==> config.mk <==
export PLATFORM = sky130hd
export DESIGN_NAME = manchester_edge_timing_decoder
export DESIGN_NICKNAME = d
export VERILOG_FILES = /design/src/rtl/med_pkg.sv /design/src/rtl/med_cfg.sv /design/src/rtl/med_classify.sv /design/src/rtl/med_core.sv /design/src/rtl/manchester_edge_timing_decoder.sv
export VERILOG_INCLUDE_DIRS = /design/src /design/src/rtl
export SDC_FILE = /design/constraint.sdc
export NUM_CORES = 1
export LEC_CHECK = 0
export BUFFER_PORTS_ARGS = -buffer_cell sky130_fd_sc_hd__buf_2
export CAP_MARGIN = 20
export CORE_ASPECT_RATIO = 0.5
export CORE_MARGIN = 10
export CORE_UTILIZATION = 40
export CTS_CLUSTER_SIZE = 40
export DETAILED_ROUTE_END_ITERATION = 8
export PLACE_DENSITY = 0.53
export SETUP_SLACK_MARGIN = 0.02
export SYNTH_ARGS = -nofsm -noshare
export SYNTH_HDL_FRONTEND = slang
export SYNTH_SLANG_ARGS = --single-unit
export TNS_END_PERCENT = 30
==> constraint.sdc <==
create_clock -name clk -period 15.89 [get_ports clk]
set_clock_uncertainty 0.1 [all_clocks]
set_input_delay 3.178 -clock clk [delete_from_list [all_inputs] [get_ports clk]]
set_output_delay 3.178 -clock clk [all_outputs]
set_load 0.03 [all_outputs]
==> src/rtl/manchester_edge_timing_decoder_macros.svh <==
// ----------------------------------------------------------------------------
// Manchester edge timing decoder assertion macros
// Shared concurrent assertion forms, clocked on clk, disabled in reset.
// ----------------------------------------------------------------------------
`ifndef MANCHESTER_EDGE_TIMING_DECODER_MACROS_SVH
`define MANCHESTER_EDGE_TIMING_DECODER_MACROS_SVH

// same-cycle implication
`define MED_ASSERT_IMP(label, ante, cons, msg) \
  label: assert property (@(posedge clk) disable iff (!rst_n) (ante) |-> (cons)) \
    else $error(msg);

// next-cycle implication
`define MED_ASSERT_NXT(label, ante, cons, msg) \
  label: assert property (@(posedge clk) disable iff (!rst_n) (ante) |=> (cons)) \
    else $error(msg);

`endif

==> src/rtl/med_pkg.sv <==
// ----------------------------------------------------------------------------
// Manchester edge timing decoder package
// Widths, register indexes, phase codes and the item and result structs.
// ----------------------------------------------------------------------------
package med_pkg;

  localparam int TIME_WIDTH = 16;
  localparam int WORD_WIDTH = 32;
  localparam int CNT_W      = 6;
  localparam int CFG_IDX_W  = 3;
  localparam int CFG_DATA_W = 16;

  typedef logic [TIME_WIDTH-1:0] time_t;
  typedef logic [WORD_WIDTH-1:0] word_t;
  typedef logic [CNT_W-1:0]      cnt_t;
  typedef logic [CFG_IDX_W-1:0]  cfg_idx_t;

  localparam cfg_idx_t CFG_HALF_MIN = 3'd0;
  localparam cfg_idx_t CFG_HALF_MAX = 3'd1;
  localparam cfg_idx_t CFG_FULL_MIN = 3'd2;
  localparam cfg_idx_t CFG_FULL_MAX = 3'd3;
  localparam cfg_idx_t CFG_TIMEOUT  = 3'd4;
  localparam cfg_idx_t CFG_WORD_LEN = 3'd5;

  localparam time_t RST_HALF_MIN = 16'd450;
  localparam time_t RST_HALF_MAX = 16'd550;
  localparam time_t RST_FULL_MIN = 16'd950;
  localparam time_t RST_FULL_MAX = 16'd1050;
  localparam time_t RST_TIMEOUT  = 16'd1200;
  localparam cnt_t  RST_WORD_LEN = 6'd32;

  localparam cnt_t WORD_LEN_MAX = CNT_W'(WORD_WIDTH);
  localparam cnt_t WORD_LEN_MIN = 6'd1;

  typedef enum logic [1:0] {
    PH_HUNT     = 2'd0,
    PH_START    = 2'd1,
    PH_MID_RISE = 2'd2,
    PH_MID_FALL = 2'd3
  } phase_t;

  typedef enum logic [1:0] {
    CL_BAD  = 2'd0,
    CL_HALF = 2'd1,
    CL_FULL = 2'd2
  } width_class_t;

  typedef struct packed {
    time_t half_min;
    time_t half_max;
    time_t full_min;
    time_t full_max;
    time_t timeout;
    cnt_t  word_bits;
  } cfg_t;

  typedef struct packed {
    logic  req_type;
    time_t now_time;
    logic  edge_rising;
    time_t edge_time;
  } item_t;

  typedef struct packed {
    logic   word_done;
    word_t  received_word;
    logic   sync_lost;
    logic   timed_out;
    phase_t rx_phase;
  } result_t;

endpackage

==> src/rtl/med_cfg.sv <==
// ----------------------------------------------------------------------------
// Configuration registers
// Write-only register file for the width windows, timeout and word length.
// ----------------------------------------------------------------------------
module med_cfg
  import med_pkg::*;
(
  input  logic                  clk,
  input  logic                  rst_n,
  input  logic                  cfg_we,
  input  cfg_idx_t              cfg_index,
  input  logic [CFG_DATA_W-1:0] cfg_wdata,
  output cfg_t                  cfg
);

  cfg_t cfg_r;

  always_ff @(posedge clk) begin
    if (!rst_n) begin
      cfg_r.half_min  <= RST_HALF_MIN;
      cfg_r.half_max  <= RST_HALF_MAX;
      cfg_r.full_min  <= RST_FULL_MIN;
      cfg_r.full_max  <= RST_FULL_MAX;
      cfg_r.timeout   <= RST_TIMEOUT;
      cfg_r.word_bits <= RST_WORD_LEN;
    end else if (cfg_we) begin
      case (cfg_index)
        CFG_HALF_MIN: cfg_r.half_min  <= cfg_wdata[TIME_WIDTH-1:0];
        CFG_HALF_MAX: cfg_r.half_max  <= cfg_wdata[TIME_WIDTH-1:0];
        CFG_FULL_MIN: cfg_r.full_min  <= cfg_wdata[TIME_WIDTH-1:0];
        CFG_FULL_MAX: cfg_r.full_max  <= cfg_wdata[TIME_WIDTH-1:0];
        CFG_TIMEOUT:  cfg_r.timeout   <= cfg_wdata[TIME_WIDTH-1:0];
        CFG_WORD_LEN: cfg_r.word_bits <= cfg_wdata[CNT_W-1:0];
        default: ;
      endcase
    end
  end

  assign cfg = cfg_r;

endmodule

==> src/rtl/med_classify.sv <==
// ----------------------------------------------------------------------------
// Pulse width classifier
// Sorts a pulse width into half bit, full bit or invalid; half bit wins.
// ----------------------------------------------------------------------------
module med_classify
  import med_pkg::*;
(
  input  time_t        width,
  input  cfg_t         cfg,
  output width_class_t cls
);

  logic in_half;
  logic in_full;

  assign in_half = (width >= cfg.half_min) && (width <= cfg.half_max);
  assign in_full = (width >= cfg.full_min) && (width <= cfg.full_max);

  always_comb begin
    if (in_half) begin
      cls = CL_HALF;
    end else if (in_full) begin
      cls = CL_FULL;
    end else begin
      cls = CL_BAD;
    end
  end

endmodule

==> src/rtl/med_core.sv <==
// ----------------------------------------------------------------------------
// Decoder core
// Receiver state and the single-pass next-state logic for one item.
// ----------------------------------------------------------------------------
module med_core
  import med_pkg::*;
(
  input  logic    clk,
  input  logic    rst_n,
  input  logic    step,
  input  item_t   item,
  input  cfg_t    cfg,
  output result_t res
);

  phase_t phase_r, phase_nxt;
  time_t  rise_r, rise_nxt;
  time_t  mid_r, mid_nxt;
  time_t  last_r, last_nxt;
  word_t  shift_r, shift_nxt;
  cnt_t   left_r, left_nxt;
  word_t  held_r, held_nxt;

  time_t        gap;
  logic         tout;
  phase_t       ph;
  time_t        width;
  width_class_t cls;
  cnt_t         word_len;
  cnt_t         left_dec;
  logic         want_rise;
  logic         done;
  logic         lost;

  assign gap   = item.now_time - last_r;
  assign tout  = gap > cfg.timeout;
  assign ph    = tout ? PH_HUNT : phase_r;
  assign width = item.edge_time - ((ph == PH_START) ? rise_r : mid_r);

  med_classify u_classify (
    .width (width),
    .cfg   (cfg),
    .cls   (cls)
  );

  always_comb begin
    if (cfg.word_bits == '0) begin
      word_len = WORD_LEN_MIN;
    end else if (cfg.word_bits > WORD_LEN_MAX) begin
      word_len = WORD_LEN_MAX;
    end else begin
      word_len = cfg.word_bits;
    end
  end

  assign left_dec  = left_r - 1'b1;
  assign want_rise = (ph == PH_MID_RISE);

  always_comb begin
    phase_nxt = ph;
    rise_nxt  = rise_r;
    mid_nxt   = mid_r;
    last_nxt  = last_r;
    shift_nxt = shift_r;
    left_nxt  = left_r;
    held_nxt  = held_r;
    done      = 1'b0;
    lost      = 1'b0;
    if (item.req_type) begin
      last_nxt = item.edge_time;
      case (ph)
        PH_HUNT: begin
          if (item.edge_rising) begin
            rise_nxt  = item.edge_time;
            phase_nxt = PH_START;
          end
        end
        PH_START: begin
          if (!item.edge_rising && cls == CL_FULL) begin
            shift_nxt = '0;
            mid_nxt   = item.edge_time;
            left_nxt  = word_len;
            phase_nxt = PH_MID_RISE;
          end else begin
            phase_nxt = PH_HUNT;
            lost      = 1'b1;
          end
        end
        default: begin
          if (item.edge_rising != want_rise) begin
            phase_nxt = PH_HUNT;
            lost      = 1'b1;
          end else if (cls == CL_HALF) begin
            phase_nxt = want_rise ? PH_MID_FALL : PH_MID_RISE;
          end else if (cls == CL_FULL) begin
            shift_nxt = {shift_r[WORD_WIDTH-2:0], item.edge_rising};
            left_nxt  = left_dec;
            if (left_dec == '0) begin
              held_nxt  = {shift_r[WORD_WIDTH-2:0], item.edge_rising};
              done      = 1'b1;
              phase_nxt = PH_HUNT;
            end else begin
              mid_nxt   = item.edge_time;
              phase_nxt = want_rise ? PH_MID_FALL : PH_MID_RISE;
            end
          end else begin
            phase_nxt = PH_HUNT;
            lost      = 1'b1;
          end
        end
      endcase
    end
  end

  always_ff @(posedge clk) begin
    if (!rst_n) begin
      phase_r <= PH_HUNT;
      rise_r  <= '0;
      mid_r   <= '0;
      last_r  <= '0;
      shift_r <= '0;
      left_r  <= '0;
      held_r  <= '0;
    end else if (step) begin
      phase_r <= phase_nxt;
      rise_r  <= rise_nxt;
      mid_r   <= mid_nxt;
      last_r  <= last_nxt;
      shift_r <= shift_nxt;
      left_r  <= left_nxt;
      held_r  <= held_nxt;
    end
  end

  assign res.word_done     = done;
  assign res.received_word = held_nxt;
  assign res.sync_lost     = lost;
  assign res.timed_out     = tout;
  assign res.rx_phase      = phase_nxt;

endmodule

==> src/rtl/manchester_edge_timing_decoder.sv <==
// Pipeline: an accepted item is held in the input register, then its result in the result register.
// Throughput: 1 item per cycle while out_stall does not back up the pipe; the receiver state loop closes in the core.
// A result waiting on out_stall still lets one more item into the input register.
// Reset (rst_n low, synchronous): both stages empty, receiver hunting, state
// cleared, configuration back to 450/550/950/1050/1200/32.
// ----------------------------------------------------------------------------
// Manchester edge timing decoder
// Decodes Manchester bits from timestamped edges, one item per cycle unless the output stalls.
// ----------------------------------------------------------------------------
`include "manchester_edge_timing_decoder_macros.svh"

module manchester_edge_timing_decoder
  import med_pkg::*;
(
  input  logic                  clk,
  input  logic                  rst_n,

  input  logic                  in_valid,
  output logic                  in_stall,
  input  logic                  in_req_type,
  input  logic [TIME_WIDTH-1:0] in_now_time,
  input  logic                  in_edge_rising,
  input  logic [TIME_WIDTH-1:0] in_edge_time,

  output logic                  out_valid,
  input  logic                  out_stall,
  output logic                  out_word_done,
  output logic [WORD_WIDTH-1:0] out_received_word,
  output logic                  out_sync_lost,
  output logic                  out_timed_out,
  output logic [1:0]            out_rx_phase,

  input  logic                  cfg_we,
  input  logic [CFG_IDX_W-1:0]  cfg_index,
  input  logic [CFG_DATA_W-1:0] cfg_wdata
);

  cfg_t    cfg;
  logic    s1_v_r;
  item_t   s1_item_r;
  logic    out_valid_r;
  result_t out_res_r;
  result_t res;
  logic    adv;
  logic    in_take;

  med_cfg u_cfg (
    .clk       (clk),
    .rst_n     (rst_n),
    .cfg_we    (cfg_we),
    .cfg_index (cfg_index),
    .cfg_wdata (cfg_wdata),
    .cfg       (cfg)
  );

  assign adv      = s1_v_r && (!out_valid_r || !out_stall);
  assign in_stall = s1_v_r && !adv;
  assign in_take  = in_valid && !in_stall;

  always_ff @(posedge clk) begin
    if (!rst_n) begin
      s1_v_r <= 1'b0;
    end else if (in_take) begin
      s1_v_r <= 1'b1;
    end else if (adv) begin
      s1_v_r <= 1'b0;
    end
  end

  always_ff @(posedge clk) begin
    if (in_take) begin
      s1_item_r.req_type    <= in_req_type;
      s1_item_r.now_time    <= in_now_time;
      s1_item_r.edge_rising <= in_edge_rising;
      s1_item_r.edge_time   <= in_edge_time;
    end
  end

  med_core u_core (
    .clk   (clk),
    .rst_n (rst_n),
    .step  (adv),
    .item  (s1_item_r),
    .cfg   (cfg),
    .res   (res)
  );

  always_ff @(posedge clk) begin
    if (!rst_n) begin
      out_valid_r <= 1'b0;
    end else if (adv) begin
      out_valid_r <= 1'b1;
    end else if (!out_stall) begin
      out_valid_r <= 1'b0;
    end
  end

  always_ff @(posedge clk) begin
    if (adv) begin
      out_res_r <= res;
    end
  end

  assign out_valid         = out_valid_r;
  assign out_word_done     = out_res_r.word_done;
  assign out_received_word = out_res_r.received_word;
  assign out_sync_lost     = out_res_r.sync_lost;
  assign out_timed_out     = out_res_r.timed_out;
  assign out_rx_phase      = out_res_r.rx_phase;

  `MED_ASSERT_IMP(a_done_hunts, out_valid_r && out_res_r.word_done, out_res_r.rx_phase == PH_HUNT, "word done without return to hunt")
  `MED_ASSERT_IMP(a_lost_hunts, out_valid_r && out_res_r.sync_lost, out_res_r.rx_phase == PH_HUNT, "sync lost without return to hunt")
  `MED_ASSERT_IMP(a_done_xor_lost, out_valid_r, !(out_res_r.word_done && out_res_r.sync_lost), "word done and sync lost together")
  `MED_ASSERT_IMP(a_stall_cause, in_stall, s1_v_r && out_valid_r && out_stall, "input stalled with room downstream")
  `MED_ASSERT_NXT(a_adv_fills, adv, out_valid_r, "advanced item did not reach result register")

endmodule

==> impl_results.md, run 1 <==
* Status: finished clean
* Area leader, netlist: dfxtp_1
* XOR/XNOR Fraction of Synth Area at 1.737%
* Die width at 285.7 µm
* # Max-Cap Violations at 0
* Starting Density at 40.74%
* Number of remaining DRC errors at 0
* First-pass GRT wire length at 58890 µm
* Initial antenna violation count at 0
* Yosys reg bits at 278
* Gr busiest metal: met2
* Setup crit end kind: register
* Grt met3 use at 3.137%
* Die Area at 43660 µm²
* Cell mode on critical path: ha_1
* Maximum vdd ir drop at 0.07584 mV
* Number of global-route vias before repair at 10817
* Global route overflow at 0
* Hold path start: u_cfg.cfg[24]
* Critical Path AT at 10.68 ns
* Row cnt at 48
* Post-synth EDFFs at 71
* Antenna cell count at 0
* Largest family of logic cells by synthesized area: compound AO/OA/AOI/OAI gates
* Part of the cycle the worst path needs at 65.93%
* Critical path type: reg2reg
* PortBufs at 96
* CP max stage cell: a2111oi_4
* GP Congestion at 0.9078
* RSZ-0062 raised after global routing: false
* Leak Pwr at 6.115 nW
* Die height at 152.8 µm
* # nets final at 1772
* Clock Tree Buf Depth at 3
* Clk_lat worst skew at 0.55 ns
* Slowest stage delay, CP at 0.68 ns
* R2R Setup Slk at 5.41 ns
* Critical path peak fanout at 61
* # H-tree levels at 1
* All-Layer GR Usage at 16.29%
* Crit-path leading delay family: compound AO/OA/AOI/OAI gates
* Fmax achieved at 95.45 MHz
* Final hold vios at 0
* Drt first pass iters at 6
* Share of cells above drive strength 1 at 13.02%
* Slew Limit Fails at 0
* CTS tree: done
* Critical path data required time at 16.09 ns
* Startpoint types: register
* CTS root buf: clkbuf_16
* CTS Buf Count at 27
* Routing usage on met1 at 22.03%
* Worst-Margin Slew at 1.120 ns
* Multiplexer share of the synthesized area at 7.180%
* Clock-pin slew on the worst setup and hold paths at 0.07 ns
* Vias/cell at 5.292
* Final number of setup-violating endpoints at 0
* Area growth, synth to finish at 12.49%
* Area contributors post-synth: dfxtp_1, edfxtp_1, ha_1
* Dpl ws at 5.278 ns
* Worst Hold End: u_cfg.cfg[24]
* I/O Pins at 97
* Hold Crit Depth at 2
* Synth Area in Simple Gates at 14.76%
* Synth top area share at 29.36%
* Post-CTS Resized at 0
* Worst r2r dst: out_received_word[3]
* Sequential fraction of the synthesis area at 44.46%
* Library cells used by synthesis at 71
* Total negative slack at 0 ns
* Avg Inst Size Synth at 9.137 µm²
* Main flop type after synthesis: dfxtp_1
* Critical Path Stages at 37
* Async SR Flop Fraction at 0%
* Post-Syn Instances at 1545
* Hold Crit Class: reg2reg
* Warnings, synthesis at 0
* Clock sink count at 278
* Setup Buffers After CTS at 0
* DR vias at 11092
* Post-synthesis adder-cell area fraction at 10.21%
* Reg2Reg Depth at 37
* Relative slew slack at 25.35%
* Hpwl dp at 25710 µm
* CP Buf/Inv Count at 3
* WL final at 36670 µm
* Hold_buf cts at 0
* Largest net degree at the start of global routing at 100
* Final setup margin at 5.414 ns
* Wirelength per Cell at 17.49 µm
* Syn_nets at 1717
* Minimum clock period at 10.48 ns
* Synthesized cell area at 14120 µm²
* Routing usage on met2 at 26.52%
* DRT antenna net count at 0
* Pwr Density at 102.7 nW/µm²
* Synth Area in Compound Gates at 15.97%
* Core area at 34650 µm²
* R2R Path Start: s1_item_r[17]
* Initial drt markers at 904
[placed cells by master (no fill, tap or decap), types with 28 or more instances in the layout]
cell type  netlist  final
a21oi_1        184    184
o211ai_1        28     28
dfxtp_1        207    207
edfxtp_1        71     71
nand2_1        244    244
nand3_1         48     48
mux2_4          30     30
ha_1           112    112
nand4_1         43     43
buf_2           17     96
clkbuf_16        0     28
nor2_1          58     57
inv_1          111    111
o21ai_0         91     90
mux2i_1         54     54
[synthesized netlist by cell type (all sizes together) (6+ instances only)]
| master | instances |
|---|---|
| mux2 | 32 |
| a31oi | 10 |
| buf | 25 |
| ha | 112 |
| xnor2 | 20 |
| dfxtp | 207 |
| a21o | 9 |
| clkbuf | 60 |
| a21oi | 184 |
| xor2 | 8 |
| nand4 | 44 |
| edfxtp | 71 |
| nor2 | 58 |
| a211oi | 12 |
| o21a | 10 |
| nor2b | 9 |
| inv | 112 |
| and3 | 8 |
| o21ai | 91 |
| nor3 | 19 |
| mux2i | 54 |
| nand2 | 246 |
| o211ai | 28 |
| nand2b | 6 |
| nand3 | 49 |
[layout make-up]
| class | count | area, µm² |
|---|---|---|
| tap | 475 | 594.3 |
| inverter | 112 | 422.9 |
| multi-input combinational | 1070 | 7084 |
| sequential | 278 | 6276 |
| clock inverter | 17 | 163.9 |
| timing repair buffer | 111 | 604.3 |
| clock buffer | 33 | 733.2 |
| fill | 3361 | 18770 |
[registers in the layout, summed over array words and instances (netlist names)]
name and flops:
u_cfg.cfg 86, s1_item_r 34, out_received_word 32, u_core.held_r 32
u_core.shift_r 31, u_core.last_r 16, u_core.mid_r 16, u_core.rise_r 16
u_core.left_r 6, out_rx_phase 2, u_core.phase_r 2, out_sync_lost 1
out_timed_out 1, out_valid 1, out_word_done 1, s1_v_r 1
[worst reg2reg max path, delay by kind of cell, from the launching register on]
kind / cells / cell delay, ns
compound gates: 15 / 4.10
xor+xnor: 2 / 0.33
fa+ha+maj: 5 / 1.56
buf+inv: 3 / 0.77
flops: 1 / 0.33
mux: 2 / 0.83
simple gates: 10 / 2.25
[per-layer routing]
| layer | vias up | wire length, µm | part of all wire [%] |
|---|---|---|---|
| met5 | - | 0 | 0 |
| met4 | 0 | 735 | 2.0 |
| met3 | 53 | 1863 | 5.1 |
| met2 | 225 | 16540 | 45 |
| met1 | 5253 | 17530 | 48 |
| li1 | 5561 | - | - |
[stage by stage]
step / util [%] / hold slack, ns / std cells / instance area, µm² / power, mW
after floorplan: - / 0.3344 / 1545 / 14120 / 0.9187
after global placement: 43.16 / 0.3444 / 2044 / 14960 / 0.9800
after detailed placement: 43.19 / 0.3474 / 2045 / 14970 / 0.9866
after CTS: 45.78 / 0.3566 / 2095 / 15860 / 1.650
after global routing: 45.82 / 0.3694 / 2096 / 15880 / 1.710
final: 45.82 / 0.3560 / 2096 / 15880 / 1.631
[power by group]
group / total, mW / leakage, nW / switching, mW / internal (mW)
combinational: 0.217 / 3.34 / 0.142 / 0.0743
sequential: 0.755 / 2.34 / 0.0106 / 0.744
clock: 0.660 / 0.435 / 0.294 / 0.366
total: 1.63 / 6.11 / 0.447 / 1.18
[cell families (layout without fill, tap and decap cells)]
group                      after synthesis  in the layout
xor gates and xnor gates                28             28
AOI/OAI and AO/OA                      381            381
and+or+nand+nor                        461            461
adders and majority gates              114            114
buffers and inverters                  197            273
DFF                                    278            278
muxes                                   86             86
[worst max-delay path by stage]
stage | from | endpoint
after CTS | s1_item_r[17] | u_core.mid_r[15]
after floorplan | s1_item_r[17] | out_received_word[0]
final | s1_item_r[17] | out_received_word[3]
after detailed placement | s1_item_r[17] | u_core.mid_r[1]
after global routing | s1_item_r[17] | out_received_word[12]
after global placement | s1_item_r[17] | u_core.mid_r[14]
Power figures use the tool's default switching activity.
==> inputs of run 2 (changes only) <==
--- a/config.mk
+++ b/config.mk
@@ -13,7 +13,7 @@
 export CORE_UTILIZATION = 40
 export CTS_CLUSTER_SIZE = 40
 export DETAILED_ROUTE_END_ITERATION = 8
-export PLACE_DENSITY = 0.53
+export PLACE_DENSITY = 0.55
 export SETUP_SLACK_MARGIN = 0.02
 export SYNTH_ARGS = -nofsm -noshare
 export SYNTH_HDL_FRONTEND = slang
==> constraint.sdc (replaced) <==
create_clock -name clk -period 9.4 [get_ports clk]
set_clock_uncertainty 0.1 [all_clocks]
set_input_delay 1.88 -clock clk [delete_from_list [all_inputs] [get_ports clk]]
set_output_delay 1.88 -clock clk [all_outputs]
set_load 0.03 [all_outputs]
==> run 2 against run 1 <==
  * Clock-buffer cell count increased by 8
  * Clock power grew 76%
  * Non-clock buffer count rose by 16
  * Register-to-register slack got worse by 5.1 ns
==> impl_results.md, run 2 (synthesis gave the netlist of run 1 again) <==
* Status: finished clean
* Row cnt at 48 (unchanged)
* Placed insts at 2058 (+0.64%)
* Startpoint types: register
* CP max stage cell: or4_1
* Final number of setup-violating endpoints at 0 (unchanged)
* CTS tree: done
* Crit path from: s1_item_r[18]
* PortBufs at 96 (unchanged)
* WL final at 38010 µm (+3.7%)
* Final hold slack at 0.3557 ns (-0.0002810 ns)
* Maximum vdd ir drop at 0.1166 mV (+54%)
* Relative slew slack at 4.181% (-21 points)
* Hold Crit Class: reg2reg
* Die Area at 43660 µm² (unchanged)
* Number of global-route vias before repair at 11064 (+2.3%)
* Clock-pin slew on the worst setup and hold paths at 0.06 ns (about the same)
* R2R Setup Slk at 0.35 ns (-5.07 ns)
* Final setup margin at 0.3469 ns (-5.067 ns)
* Vias/cell at 5.400 (+2.0%)
* CTS Buf Count at 27 (unchanged)
* GP Congestion at 0.8939 (-1.5%)
* Initial drt markers at 779 (-14%)
* Hpwl dp at 25950 µm (+0.94%)
* Slew Limit Fails at 0 (unchanged)
* Share of cells above drive strength 1 at 14.45% (+1.4 points)
* Largest net degree at the start of global routing at 97 (-3.0%)
* Setup crit end kind: register
* Cell mode on critical path: ha_1
* Dpl ws at 0.06816 ns (-5.210 ns)
* Worst-Margin Slew at 1.432 ns (+0.3123 ns)
* Clk_lat worst skew at 0.57 ns (+0.02 ns)
* Global route overflow at 0 (unchanged)
* Worst r2r dst: out_received_word[23]
* Largest register FFs at 86 (unchanged)
* Final hold vios at 0 (unchanged)
* Leak Pwr at 6.237 nW (+2.0%)
* Filler cell count at 3278 (-2.5%)
* # Max-Cap Violations at 0 (unchanged)
* Die width at 285.7 µm (unchanged)
* Fmax achieved at 110.5 MHz (+16%)
* Wirelength per Cell at 17.97 µm (+2.7%)
* First-pass GRT wire length at 59800 µm (+1.5%)
* DP Area at 15070 µm² (+0.69%)
* Commonest non-fill, non-tap cell in the layout: nand2_1
* Commonest non-fill, non-tap cells in the layout: nand2_1, dfxtp_1, a21oi_1
* Crit path capture: out_received_word[23]
* DR vias at 11420 (+3.0%)
* Critical path peak fanout at 16 (-74%)
* DRT antenna net count at 0 (unchanged)
* Critical Path AT at 9.27 ns (-1.41 ns)
* Design Area, Final at 16190 µm² (+1.9%)
* # H-tree levels at 1 (unchanged)
* Slowest stage delay, CP at 0.45 ns (-0.23 ns)
* Critical path type: reg2reg
* Reg2Reg Depth at 35 (-5.4%)
* Tot Pwr at 2.835 mW (+74%)
* Clock Tree Buf Depth at 3 (unchanged)
* Hold_buf cts at 0 (unchanged)
* Area growth, synth to finish at 14.67%
* All-Layer GR Usage at 16.53% (+0.24 points)
* Part of the cycle the worst path needs at 96.31% (+30 points)
* Starting Density at 40.74% (unchanged)
* Die height at 152.8 µm (unchanged)
* Final Non-Filler Cells at 2115 (+0.91%)
* # nets final at 1791 (+1.1%)
* Core area at 34650 µm² (unchanged)
* R2R Path Start: s1_item_r[18]
* Initial antenna violation count at 0 (unchanged)
* Drt first pass iters at 5 (-1)
* Antenna cell count at 0 (unchanged)
* Pwr Density at 175.2 nW/µm² (+71%)
* CTS root buf: clkbuf_16
* Minimum clock period at 9.053 ns (-1.423 ns)
* Fin util at 46.71% (+0.89 points)
* Number of remaining DRC errors at 0 (unchanged)
* I/O Pins at 97 (unchanged)
* Critical path data required time at 9.62 ns (-6.47 ns)
* Clock sink count at 278 (unchanged)
* Total negative slack at 0 ns (unchanged)
==> run 2: cell types whose count changed in the layout (fill, tap and decap cells not counted), moves of 3 or more <==
cell        before  now
buf_4           13   27
clkbuf_8         1    9
clkinv_2         6    2
inv_6            3    0
nand2_8          0    3
clkinvlp_4       4    1
==> run 2: layer usage <==
| metal | global-route usage [%] | vias to the layer above | wire [µm] |
|---|---|---|---|
| li1 | - | 5595 | - |
| met1 | 21.85 | 5510 | 17670 |
| met2 | 27.82 | 271 | 17760 |
| met3 | 3.226 | 44 | 2042 |
| met4 | 3.044 | 0 | 538 |
| met5 | 0 | - | 0 |
==> run 2: area by class of cell <==
class / count / area (µm²) / share of cell area [%]
Timing Repair Buffer: 127 / 737.0 / 4.553
Multi-Input combinational cell: 1073 / 7198 / 44.47
Inverter: 112 / 422.9 / 2.613
Tap cell: 475 / 594.3 / 3.672
Clock buffer: 41 / 839.6 / 5.187
Clock inverter: 9 / 118.9 / 0.7343
Sequential cell: 278 / 6276 / 38.77
==> run 2: critical path, delay by kind of cell (launching register included) <==
kind / cells / cell delay [ns]
compound gates: 16 / 3.62
simple gates: 9 / 2.16
fa+ha+maj: 4 / 1.26
mux: 2 / 0.54
buf+inv: 2 / 0.41
flops: 1 / 0.40
xor+xnor: 2 / 0.28
==> run 2: how the worst min path moves through the flow <==
stage	startpoint	to	slack [ns]	cells after the start
6_report	u_cfg.cfg[44]	u_cfg.cfg[44]	0.36	2
2_1_floorplan	u_core.mid_r[10]	u_core.mid_r[10]	0.33	2
4_1_cts	u_cfg.cfg[44]	u_cfg.cfg[44]	0.36	2
5_1_grt	u_core.last_r[3]	u_core.last_r[3]	0.38	2
3_5_place_dp	u_cfg.cfg[44]	u_cfg.cfg[44]	0.35	2
3_3_place_gp	u_cfg.cfg[44]	u_cfg.cfg[44]	0.34	2
==> run 2: where the power goes <==
part,switching [mW],internal (mW)
clock,0.488,0.675
combinational,0.253,0.143
sequential,0.0185,1.26
==> run 2: repair_timing <==
action,4_1_cts,5_1_grt
setup endpoints to repair,27,123
gates cloned,0,3
setup buffers,0,3
pin swaps,0,8
gates resized for setup,1,19
